===== src/rtl/touch_sample_average_scale_assert.svh =====
// ----------------------------------------------------------------------------
// Assertion macros for the touch sample average and scale block
// Shared concurrent assertion macros; define ASSERT_OFF to compile them out.
// ----------------------------------------------------------------------------
`ifndef TOUCH_SAMPLE_AVERAGE_SCALE_ASSERT_SVH
`define TOUCH_SAMPLE_AVERAGE_SCALE_ASSERT_SVH
`ifndef ASSERT_OFF
`define TSAS_ASSERT_CLK(lbl, clk, rst_n, prop, msg) \
  lbl: assert property (@(posedge clk) disable iff (!rst_n) (prop)) else $error(msg);
`define TSAS_ASSERT(lbl, prop, msg) \
  `TSAS_ASSERT_CLK(lbl, clk_i, rst_ni, prop, msg)
`else
`define TSAS_ASSERT_CLK(lbl, clk, rst_n, prop, msg)
`define TSAS_ASSERT(lbl, prop, msg)
`endif
`endif


===== src/rtl/tsas_pkg.sv =====
// ----------------------------------------------------------------------------
// Touch sample average and scale package
// Widths, reset values, register indexes, states and controller interfaces.
// ----------------------------------------------------------------------------
package tsas_pkg;

  localparam int unsigned DEF_SAMPLES = 16;
  localparam int unsigned RAW_W       = 16;
  localparam int unsigned POS_W       = 12;
  localparam int unsigned CFG_IDX_W   = 3;
  localparam int unsigned CFG_DATA_W  = 16;

  localparam logic [RAW_W-1:0] RST_RAW_MIN = 16'd0;
  localparam logic [RAW_W-1:0] RST_RAW_MAX = 16'hFFFF;
  localparam logic [POS_W-1:0] RST_SPAN_X  = 12'd240;
  localparam logic [POS_W-1:0] RST_SPAN_Y  = 12'd320;

  typedef enum logic [CFG_IDX_W-1:0] {
    CFG_RAW_MIN_X = 3'd0,
    CFG_RAW_MAX_X = 3'd1,
    CFG_RAW_MIN_Y = 3'd2,
    CFG_RAW_MAX_Y = 3'd3,
    CFG_SPAN_X    = 3'd4,
    CFG_SPAN_Y    = 3'd5
  } cfg_idx_e;

  typedef enum logic [2:0] {
    ST_IDLE,
    ST_MUL,
    ST_SCL_GO,
    ST_SCL_RUN,
    ST_RESULT
  } state_e;

  typedef struct packed {
    logic acc;
    logic clr;
    logic div_start;
    logic mul_load;
    logic load_out;
    logic ok;
  } ctrl_cmd_t;

  typedef struct packed {
    logic last;
    logic div_done;
  } ctrl_sts_t;

endpackage


===== src/rtl/tsas_div.sv =====
// ----------------------------------------------------------------------------
// Iterative unsigned divider
// Restoring division, one quotient bit per cycle, quotient held after done.
// ----------------------------------------------------------------------------
module tsas_div #(
  parameter int unsigned NUM_W = 28,
  parameter int unsigned DEN_W = 16
) (
  input  logic             clk_i,
  input  logic             rst_ni,
  input  logic             start_i,
  input  logic [NUM_W-1:0] num_i,
  input  logic [DEN_W-1:0] den_i,
  output logic [NUM_W-1:0] quot_o,
  output logic             done_o
);

  localparam int unsigned CW = (NUM_W > 1) ? $clog2(NUM_W) : 1;

  logic [NUM_W-1:0] quo_q, quo_d;
  logic [DEN_W-1:0] rem_q, rem_d;
  logic [DEN_W-1:0] den_q;
  logic [CW-1:0]    cnt_q, cnt_d;
  logic             busy_q, busy_d;
  logic             done_q, done_d;
  logic [DEN_W:0]   rem_sh;
  logic [DEN_W+1:0] diff;
  logic             ge;

  always_comb begin
    rem_sh = {rem_q, quo_q[NUM_W-1]};
    diff   = {1'b0, rem_sh} - {2'b00, den_q};
    ge     = ~diff[DEN_W+1];
    quo_d  = quo_q;
    rem_d  = rem_q;
    cnt_d  = cnt_q;
    busy_d = busy_q;
    done_d = 1'b0;
    if (start_i) begin
      quo_d  = num_i;
      rem_d  = '0;
      cnt_d  = CW'(NUM_W - 1);
      busy_d = 1'b1;
    end else if (busy_q) begin
      quo_d = {quo_q[NUM_W-2:0], ge};
      rem_d = ge ? diff[DEN_W-1:0] : rem_sh[DEN_W-1:0];
      cnt_d = cnt_q - CW'(1);
      if (cnt_q == '0) begin
        busy_d = 1'b0;
        done_d = 1'b1;
      end
    end
  end

  always_ff @(posedge clk_i or negedge rst_ni) begin
    if (!rst_ni) begin
      cnt_q  <= '0;
      busy_q <= 1'b0;
      done_q <= 1'b0;
    end else begin
      cnt_q  <= cnt_d;
      busy_q <= busy_d;
      done_q <= done_d;
    end
  end

  always_ff @(posedge clk_i) begin
    quo_q <= quo_d;
    rem_q <= rem_d;
    if (start_i) begin
      den_q <= den_i;
    end
  end

  assign quot_o = quo_q;
  assign done_o = done_q;

endmodule


===== src/rtl/tsas_axis.sv =====
// ----------------------------------------------------------------------------
// Touch axis datapath
// Running sum, shift average, clamp, span multiply and scaling divide.
// ----------------------------------------------------------------------------
module tsas_axis #(
  parameter int unsigned SAMPLES = tsas_pkg::DEF_SAMPLES
) (
  input  logic                       clk_i,
  input  logic                       rst_ni,
  input  tsas_pkg::ctrl_cmd_t        cmd_i,
  input  logic [tsas_pkg::RAW_W-1:0] sample_i,
  input  logic [tsas_pkg::RAW_W-1:0] lo_i,
  input  logic [tsas_pkg::RAW_W-1:0] hi_i,
  input  logic [tsas_pkg::POS_W-1:0] span_i,
  output logic [tsas_pkg::POS_W-1:0] pos_o,
  output logic                       done_o
);

  localparam int unsigned SUM_W  = tsas_pkg::RAW_W + $clog2(SAMPLES);
  localparam int unsigned PROD_W = tsas_pkg::RAW_W + tsas_pkg::POS_W;

  logic [SUM_W-1:0]          sum_q, sum_d;
  logic [PROD_W-1:0]         prod_q, quot;
  logic [tsas_pkg::RAW_W-1:0] div_den, avg, lifted, clamped, offs;

  always_comb begin
    sum_d = sum_q;
    if (cmd_i.clr) begin
      sum_d = '0;
    end else if (cmd_i.acc) begin
      sum_d = sum_q + SUM_W'(sample_i);
    end
  end

  always_ff @(posedge clk_i or negedge rst_ni) begin
    if (!rst_ni) begin
      sum_q <= '0;
    end else begin
      sum_q <= sum_d;
    end
  end

  // SAMPLES is a power of two, so the average is the upper part of the sum.
  assign avg     = sum_q[SUM_W-1 -: tsas_pkg::RAW_W];
  assign lifted  = (avg < lo_i) ? lo_i : avg;
  assign clamped = (lifted > hi_i) ? hi_i : lifted;
  assign offs    = clamped - lo_i;

  always_ff @(posedge clk_i) begin
    if (cmd_i.mul_load) begin
      prod_q <= PROD_W'(offs) * PROD_W'(span_i);
    end
  end

  assign div_den = hi_i - lo_i;

  tsas_div #(
    .NUM_W (PROD_W),
    .DEN_W (tsas_pkg::RAW_W)
  ) u_div (
    .clk_i   (clk_i),
    .rst_ni  (rst_ni),
    .start_i (cmd_i.div_start),
    .num_i   (prod_q),
    .den_i   (div_den),
    .quot_o  (quot),
    .done_o  (done_o)
  );

  assign pos_o = (hi_i > lo_i) ? quot[tsas_pkg::POS_W-1:0] : '0;

endmodule


===== src/rtl/tsas_datapath.sv =====
// ----------------------------------------------------------------------------
// Touch sample datapath
// Configuration registers, sample counter, two axis lanes and result register.
// ----------------------------------------------------------------------------
module tsas_datapath #(
  parameter int unsigned SAMPLES = tsas_pkg::DEF_SAMPLES
) (
  input  logic                            clk_i,
  input  logic                            rst_ni,
  input  tsas_pkg::ctrl_cmd_t             cmd_i,
  output tsas_pkg::ctrl_sts_t             sts_o,
  input  logic [tsas_pkg::RAW_W-1:0]      sample_x_i,
  input  logic [tsas_pkg::RAW_W-1:0]      sample_y_i,
  input  logic                            cfg_we_i,
  input  logic [tsas_pkg::CFG_IDX_W-1:0]  cfg_idx_i,
  input  logic [tsas_pkg::CFG_DATA_W-1:0] cfg_data_i,
  output logic                            touch_ok_o,
  output logic [tsas_pkg::POS_W-1:0]      pos_x_o,
  output logic [tsas_pkg::POS_W-1:0]      pos_y_o
);

  localparam int unsigned CNT_W = $clog2(SAMPLES);

  logic [tsas_pkg::RAW_W-1:0] min_x_q, max_x_q, min_y_q, max_y_q;
  logic [tsas_pkg::POS_W-1:0] span_x_q, span_y_q;
  logic [CNT_W-1:0]           taken_q;
  logic [tsas_pkg::POS_W-1:0] pos_x, pos_y;
  logic                       done_x, done_y;
  logic                       touch_ok_q;
  logic [tsas_pkg::POS_W-1:0] pos_x_q, pos_y_q;

  always_ff @(posedge clk_i or negedge rst_ni) begin
    if (!rst_ni) begin
      min_x_q  <= tsas_pkg::RST_RAW_MIN;
      max_x_q  <= tsas_pkg::RST_RAW_MAX;
      min_y_q  <= tsas_pkg::RST_RAW_MIN;
      max_y_q  <= tsas_pkg::RST_RAW_MAX;
      span_x_q <= tsas_pkg::RST_SPAN_X;
      span_y_q <= tsas_pkg::RST_SPAN_Y;
    end else if (cfg_we_i) begin
      unique case (tsas_pkg::cfg_idx_e'(cfg_idx_i))
        tsas_pkg::CFG_RAW_MIN_X: min_x_q  <= cfg_data_i;
        tsas_pkg::CFG_RAW_MAX_X: max_x_q  <= cfg_data_i;
        tsas_pkg::CFG_RAW_MIN_Y: min_y_q  <= cfg_data_i;
        tsas_pkg::CFG_RAW_MAX_Y: max_y_q  <= cfg_data_i;
        tsas_pkg::CFG_SPAN_X:    span_x_q <= cfg_data_i[tsas_pkg::POS_W-1:0];
        tsas_pkg::CFG_SPAN_Y:    span_y_q <= cfg_data_i[tsas_pkg::POS_W-1:0];
        default: ;
      endcase
    end
  end

  always_ff @(posedge clk_i or negedge rst_ni) begin
    if (!rst_ni) begin
      taken_q <= '0;
    end else if (cmd_i.clr) begin
      taken_q <= '0;
    end else if (cmd_i.acc) begin
      taken_q <= taken_q + CNT_W'(1);
    end
  end

  tsas_axis #(.SAMPLES (SAMPLES)) u_axis_x (
    .clk_i    (clk_i),
    .rst_ni   (rst_ni),
    .cmd_i    (cmd_i),
    .sample_i (sample_x_i),
    .lo_i     (min_x_q),
    .hi_i     (max_x_q),
    .span_i   (span_x_q),
    .pos_o    (pos_x),
    .done_o   (done_x)
  );

  tsas_axis #(.SAMPLES (SAMPLES)) u_axis_y (
    .clk_i    (clk_i),
    .rst_ni   (rst_ni),
    .cmd_i    (cmd_i),
    .sample_i (sample_y_i),
    .lo_i     (min_y_q),
    .hi_i     (max_y_q),
    .span_i   (span_y_q),
    .pos_o    (pos_y),
    .done_o   (done_y)
  );

  assign sts_o.last     = (taken_q == CNT_W'(SAMPLES - 1));
  assign sts_o.div_done = done_x & done_y;

  always_ff @(posedge clk_i) begin
    if (cmd_i.load_out) begin
      touch_ok_q <= cmd_i.ok;
      pos_x_q    <= cmd_i.ok ? pos_x : '0;
      pos_y_q    <= cmd_i.ok ? pos_y : '0;
    end
  end

  assign touch_ok_o = touch_ok_q;
  assign pos_x_o    = pos_x_q;
  assign pos_y_o    = pos_y_q;

endmodule


===== src/rtl/tsas_ctrl.sv =====
// ----------------------------------------------------------------------------
// Touch sample controller
// Sequences accumulation, the scaling divide pass and the result register.
// ----------------------------------------------------------------------------
`include "touch_sample_average_scale_assert.svh"

module tsas_ctrl (
  input  logic                clk_i,
  input  logic                rst_ni,
  input  logic                in_valid_i,
  output logic                in_ready_o,
  input  logic                pressed_i,
  output logic                out_valid_o,
  input  logic                out_ready_i,
  output tsas_pkg::ctrl_cmd_t cmd_o,
  input  tsas_pkg::ctrl_sts_t sts_i
);

  tsas_pkg::state_e    state_q, state_d;
  logic                fail_q, fail_d;
  logic                out_valid_q, out_valid_d;
  tsas_pkg::ctrl_cmd_t cmd;

  always_ff @(posedge clk_i or negedge rst_ni) begin
    if (!rst_ni) begin
      state_q     <= tsas_pkg::ST_IDLE;
      fail_q      <= 1'b0;
      out_valid_q <= 1'b0;
    end else begin
      state_q     <= state_d;
      fail_q      <= fail_d;
      out_valid_q <= out_valid_d;
    end
  end

  always_comb begin
    state_d    = state_q;
    fail_d     = fail_q;
    cmd        = '0;
    in_ready_o = 1'b0;
    unique case (state_q)
      tsas_pkg::ST_IDLE: begin
        in_ready_o = 1'b1;
        if (in_valid_i) begin
          if (!pressed_i) begin
            cmd.clr = 1'b1;
            fail_d  = 1'b1;
            state_d = tsas_pkg::ST_RESULT;
          end else begin
            cmd.acc = 1'b1;
            if (sts_i.last) begin
              fail_d  = 1'b0;
              state_d = tsas_pkg::ST_MUL;
            end
          end
        end
      end
      tsas_pkg::ST_MUL: begin
        cmd.mul_load = 1'b1;
        state_d      = tsas_pkg::ST_SCL_GO;
      end
      tsas_pkg::ST_SCL_GO: begin
        cmd.div_start = 1'b1;
        state_d       = tsas_pkg::ST_SCL_RUN;
      end
      tsas_pkg::ST_SCL_RUN: begin
        if (sts_i.div_done) begin
          state_d = tsas_pkg::ST_RESULT;
        end
      end
      tsas_pkg::ST_RESULT: begin
        if (!out_valid_q || out_ready_i) begin
          cmd.load_out = 1'b1;
          cmd.ok       = ~fail_q;
          cmd.clr      = 1'b1;
          state_d      = tsas_pkg::ST_IDLE;
        end
      end
      default: begin
        state_d = tsas_pkg::ST_IDLE;
      end
    endcase
  end

  always_comb begin
    out_valid_d = out_valid_q;
    if (cmd.load_out) begin
      out_valid_d = 1'b1;
    end else if (out_ready_i) begin
      out_valid_d = 1'b0;
    end
  end

  assign cmd_o       = cmd;
  assign out_valid_o = out_valid_q;

  `TSAS_ASSERT(a_load_free, cmd.load_out |-> (!out_valid_q || out_ready_i), "result overwritten")
  `TSAS_ASSERT(a_start_pulse, cmd.div_start |=> !cmd.div_start, "divider started twice")
  `TSAS_ASSERT(a_release_result, (in_valid_i && in_ready_o && !pressed_i) |=> (state_q == tsas_pkg::ST_RESULT && fail_q), "release not reported")
  `TSAS_ASSERT(a_done_in_run, sts_i.div_done |-> (state_q == tsas_pkg::ST_SCL_RUN), "stray divider done")

endmodule


===== src/rtl/touch_sample_average_scale.sv =====
// ----------------------------------------------------------------------------
// Touch sample average and scale
// Averages pressed touch samples and maps them linearly onto screen pixels.
// ----------------------------------------------------------------------------
// The input channel takes one touch sample per transaction: a pressed flag and
// raw X and Y readings. The output channel gives one transaction per finished
// touch: a valid flag and scaled X and Y coordinates, or a failure with zero
// coordinates when a sample arrives with the pressed flag low.
// A pressed sample that is not the last of a group gives no output. A release
// sample moves the controller to its result state, which loads the failure
// result into the output register once that register is free; the controller
// then returns to idle for the next sample. The last sample of a group of
// SAMPLES, a power of two, averages each axis by a shift and runs the span
// product of each axis through its own bit-serial divider over 28 bits: the
// controller forms the product, starts the divider, waits while it gives one
// quotient bit per step, and then loads the output register once it is free.
// The input channel is stalled meanwhile. It takes a new sample while a
// result waits in the output register, but stops taking samples once a new
// result is ready and the receiver stalls. Reset clears the sums, the sample
// count and the output valid flag and returns the configuration registers to
// their defaults.
// ----------------------------------------------------------------------------
module touch_sample_average_scale #(
  parameter int unsigned SAMPLES = tsas_pkg::DEF_SAMPLES
) (
  input  logic                            clk_i,
  input  logic                            rst_ni,
  input  logic                            in_valid_i,
  output logic                            in_ready_o,
  input  logic                            pressed_i,
  input  logic [tsas_pkg::RAW_W-1:0]      sample_x_i,
  input  logic [tsas_pkg::RAW_W-1:0]      sample_y_i,
  output logic                            out_valid_o,
  input  logic                            out_ready_i,
  output logic                            touch_ok_o,
  output logic [tsas_pkg::POS_W-1:0]      pos_x_o,
  output logic [tsas_pkg::POS_W-1:0]      pos_y_o,
  input  logic                            cfg_we_i,
  input  logic [tsas_pkg::CFG_IDX_W-1:0]  cfg_idx_i,
  input  logic [tsas_pkg::CFG_DATA_W-1:0] cfg_data_i
);

  tsas_pkg::ctrl_cmd_t cmd;
  tsas_pkg::ctrl_sts_t sts;

  tsas_ctrl u_ctrl (
    .clk_i       (clk_i),
    .rst_ni      (rst_ni),
    .in_valid_i  (in_valid_i),
    .in_ready_o  (in_ready_o),
    .pressed_i   (pressed_i),
    .out_valid_o (out_valid_o),
    .out_ready_i (out_ready_i),
    .cmd_o       (cmd),
    .sts_i       (sts)
  );

  tsas_datapath #(.SAMPLES (SAMPLES)) u_datapath (
    .clk_i      (clk_i),
    .rst_ni     (rst_ni),
    .cmd_i      (cmd),
    .sts_o      (sts),
    .sample_x_i (sample_x_i),
    .sample_y_i (sample_y_i),
    .cfg_we_i   (cfg_we_i),
    .cfg_idx_i  (cfg_idx_i),
    .cfg_data_i (cfg_data_i),
    .touch_ok_o (touch_ok_o),
    .pos_x_o    (pos_x_o),
    .pos_y_o    (pos_y_o)
  );

endmodule


===== config.mk =====
export PLATFORM = sky130hd
export DESIGN_NAME = touch_sample_average_scale
export DESIGN_NICKNAME = d
export VERILOG_FILES = /design/src/rtl/tsas_pkg.sv /design/src/rtl/tsas_div.sv /design/src/rtl/tsas_axis.sv /design/src/rtl/tsas_datapath.sv /design/src/rtl/tsas_ctrl.sv /design/src/rtl/touch_sample_average_scale.sv
export VERILOG_INCLUDE_DIRS = /design/src /design/src/rtl
export SDC_FILE = /design/constraint.sdc
export NUM_CORES = 2
export LEC_CHECK = 0
export BUFFER_PORTS_ARGS = -buffer_cell sky130_fd_sc_hd__buf_4
export CAP_MARGIN = 20
export CORE_MARGIN = 1
export CORE_UTILIZATION = 30
export CTS_CLUSTER_SIZE = 30
export DETAILED_ROUTE_END_ITERATION = 8
export HOLD_SLACK_MARGIN = 0.08
export SETUP_SLACK_MARGIN = 0.4
export SYNTH_ARGS = -nofsm -noshare
export SYNTH_HDL_FRONTEND = slang
export SYNTH_SLANG_ARGS = --single-unit

===== constraint.sdc =====
create_clock -name clk_i -period 11.2 [get_ports clk_i]
set_input_delay 1.68 -clock clk_i [delete_from_list [all_inputs] [get_ports clk_i]]
set_output_delay 1.68 -clock clk_i [all_outputs]
set_load 0.01 [all_outputs]

==> metrics.md <==
| Metric | Value |
|---|---|
| Most common cell after layout, fill and taps aside | nand2_1 |
| EDFF count, synth | 169 |
| Root Driver | clkbuf_16 |
| CTS max path bufs | 3 |
| CP required | 11550 ps |
| Slowest stage delay, CP | 570 ps |
| Hpwl dp | 66000 um |
| Reg2Reg Setup Slack | 650 ps |
| Final setup TNS | 0 ps |
| Pre-Repair DR Iteration Count | 5 |
| Utilization after layout | 34.9% |
| Post-Syn Instances | 3589 |
| Synth warn | 0 |
| Mapped cell area | 33400 um^2 |
| Max cap viols | 0 |
| Fmax | 94.8 MHz |
| Distinct cells, synth | 87 |
| Grt met3 use | 1.77% |
| Via count | 25800 |
| Crit path DAT | 10900 ps |
| Final antenna-violating net count | 0 |
| Num CTS Buffers | 42 |
| Routability congestion estimate | 0.907 |
| Initial core utilization | 30.2% |
| Post-layout min period | 10550 ps |
| GRT Util Overall | 15.5% |
| Vias in the first global route | 25900 |
| Rows | 122 |
| Syn Area/Cell | 9.31 um^2 |
| Clk Latency, worst-skew pair | 610 ps |
| Pin count of the biggest net entering global routing | 63 |
| Clock skew | 26.6 ps |
| Placeable Area | 111000 um^2 |
| Peak-usage layer in the global routing report | met2 |
| PortBufs | 83 |
| Run status | finished, final reports clean |
| Area grow syn2layout | 15.5% |
| Finish-stage setup viols | 0 |
| Initial antenna violation count | 4 |
| Multi-input logic area | 22300 um^2 |
| IO Count | 84 |
| TritonCTS clock tree | done |
| Top delay family on crit path | adder cells |
| Worst path buffer plus inverter count | 6 |
| Register area | 9540 um^2 |
| RSZ-0062 raised after global routing | yes |
| Wire per inst | 16.6 um |
| Startpoint types | flop |
| Fin worst setup slack | 654 ps |
| Final non-filler cell area | 38600 um^2 |
| Met2 Usage GRT | 25.5% |
| Detailed Route WL | 87000 um |
| CTS clock-pin slew for the worst setup and hold paths | 70 ps |
| Post-synth ARST share | 42.9% |
| Max Slew Vio Count | 0 |
| Die Wd | 336 um |
| Share of layout cells above drive strength 1 | 14.3% |
| Die Span Y | 336 um |
| Placed cell areas | 36000 um^2 |
| Clock Sinks | 352 |
| First-pass GRT wire length | 141000 um |
| Final layout net count | 4383 |
| Vias per inst | 4.93 |
| Met1 usage | 21.4% |
| DRT iter0 DRCs | 1688 |
| Worst path slowest cell | fa_1 |
| Slew Limit Headroom | 40.1% |
| Die area | 113000 um^2 |
| Post-place setup slack | -155 ps |
| Final Cycle Share | 94.2% |
| Final Hold Viols | 0 |
| H-tree Lvls | 2 |
| Part of the Yosys area used for sequential elements | 28.6% |
| Synth Net Count | 4259 |
| DRC viols | 0 |
| Crit path max fanout | 6 |
| Ys flop type | edfxtp_1 |
| Fill cell count | 11300 |
| Yosys reg bits | 352 |
| Worst Setup End Kind | flop |
| Critical path class | reg -> reg |
| Global route total overflow | 0 |
| Most frequent cells in the layout | nand2_1 (524), inv_1 (467), ha_1 (306) |
| Hold Crit Class | reg -> reg |
| Slew @ Worst Pin | 895 ps |
==> worst reg2reg max path, delay by kind of cell (launching register included) <==
kind                       cells  cell delay [ps]
buffers and inverters          6              470
AOI/OAI and AO/OA             16             3290
DFF                            1              410
xor gates and xnor gates       1              100
muxes                          2              550
adders and majority gates     10             3810
and+or+nand+nor                8             1670
==> worst paths after layout <==
| check | start | endpoint | cells after the start |
|---|---|---|---|
| setup / recovery | u_datapath.min_x_q[1] | u_datapath.u_axis_x.prod_q[27] | 43 |
| hold / removal | u_datapath.u_axis_y.u_div.rem_q[4] | u_datapath.u_axis_y.u_div.rem_q[4] | 2 |
| setup reg to reg | u_datapath.min_x_q[1] | u_datapath.u_axis_x.prod_q[27] | 43 |
| hold reg to reg | u_datapath.u_axis_y.u_div.rem_q[4] | u_datapath.u_axis_y.u_div.rem_q[4] | 2 |
| max in group asynchronous | rst_ni | u_datapath.u_axis_x.sum_q[9] | 3 |
| min in group asynchronous | rst_ni | u_datapath.u_axis_y.sum_q[15] | 1 |
==> flip-flops by register name, summed over array words and instances (netlist names), 16 cells and up <==
| register | count |
|---|---|
| u_datapath.u_axis_y.u_div.den_q | 16 |
| u_datapath.u_axis_x.sum_q | 20 |
| u_datapath.max_y_q | 16 |
| u_datapath.u_axis_x.prod_q | 28 |
| u_datapath.u_axis_x.u_div.quot_o | 28 |
| u_datapath.u_axis_x.u_div.rem_q | 16 |
| u_datapath.u_axis_y.u_div.rem_q | 16 |
| u_datapath.u_axis_x.u_div.den_q | 16 |
| u_datapath.min_x_q | 16 |
| u_datapath.min_y_q | 16 |
| u_datapath.max_x_q | 16 |
| u_datapath.u_axis_y.prod_q | 28 |
| u_datapath.u_axis_y.sum_q | 20 |
| u_datapath.u_axis_y.u_div.quot_o | 28 |
==> cell usage after synthesis, drive strengths merged (6+ instances only) <==
| master | number | area share, % |
|---|---|---|
| buf | 18 | 0.30 |
| nand2 | 527 | 5.9 |
| fa | 288 | 17 |
| xor2 | 40 | 1.0 |
| nand3 | 72 | 1.1 |
| o311ai | 6 | 0.22 |
| or4 | 7 | 0.17 |
| dfxtp | 32 | 1.9 |
| a21o | 46 | 1.0 |
| a211oi | 19 | 0.43 |
| nor4 | 6 | 0.11 |
| inv | 479 | 5.4 |
| clkbuf | 117 | 1.3 |
| a211o | 8 | 0.21 |
| o21ai | 192 | 2.9 |
| ha | 325 | 12 |
| and3 | 14 | 0.26 |
| a31oi | 23 | 0.43 |
| and2 | 139 | 2.6 |
| mux2i | 22 | 0.66 |
| dfstp | 38 | 3.0 |
| nor3 | 55 | 0.84 |
| nand2b | 28 | 0.52 |
| nor2 | 159 | 1.8 |
| nor2b | 42 | 0.79 |
| o31a | 8 | 0.21 |
| or3 | 14 | 0.28 |
| a21oi | 160 | 2.4 |
| o211ai | 33 | 0.74 |
| nand4 | 31 | 0.58 |
| a21boi | 25 | 0.62 |
| edfxtp | 169 | 15 |
| o21bai | 13 | 0.29 |
| xnor2 | 93 | 2.4 |
| o21a | 36 | 0.81 |
| dfrtp | 113 | 8.5 |
| a21bo | 6 | 0.18 |
| nor3b | 18 | 0.40 |
| mux2 | 73 | 2.5 |
| o31ai | 18 | 0.42 |
| o2111ai | 7 | 0.18 |
==> area by class of cell <==
type | instances | share of cell area (%)
multi-input combinational | 2624 | 57.7
clock buffer | 62 | 3.10
timing repair buffer | 214 | 4.42
clock inverter | 16 | 0.474
tap | 1488 | 4.83
sequential | 352 | 24.7
antenna | 3 | 0.0195
inverter | 479 | 4.67
==> cell families (layout without fill, tap and decap cells) <==
group | after synthesis | after routing | synth area share, %
AND/OR/NAND/NOR | 1133 | 1134 | 15.9
other | 0 | 3 | 0
multiplexers | 95 | 95 | 3.12
flip-flops | 352 | 352 | 28.6
buffers and inverters | 614 | 771 | 7.00
adder cells (fa/ha/maj) | 613 | 613 | 29.4
AO/OA/AOI/OAI | 649 | 649 | 12.5
XOR/XNOR | 133 | 133 | 3.49
==> layer usage <==
layer / vias to the layer above / part of all wire, %
li1: 12300 / -
met2: 547 / 46
met4: 4 / 2.5
met3: 110 / 4.5
met5: - / 0.031
met1: 12900 / 47
==> per-stage QoR <==
| step | hold slack [ps] | std cells |
|---|---|---|
| after global routing | 527 | 5236 |
| after global placement | 477 | 5105 |
| after CTS | 494 | 5187 |
| final | 494 | 5238 |
| after floorplan | 451 | 3589 |
| after detailed placement | 488 | 5106 |
==> repair_timing <==
item                       CTS  global route
hold buffers                 0             0
setup endpoints to repair   17            28
gates resized for setup     23           125
buffers inserted             2            47
gates cloned                 1             0
pin swaps                    5            74
Power is not shown: default switching activity piles up to over one toggle a cycle in this logic, so the estimate is an artifact.
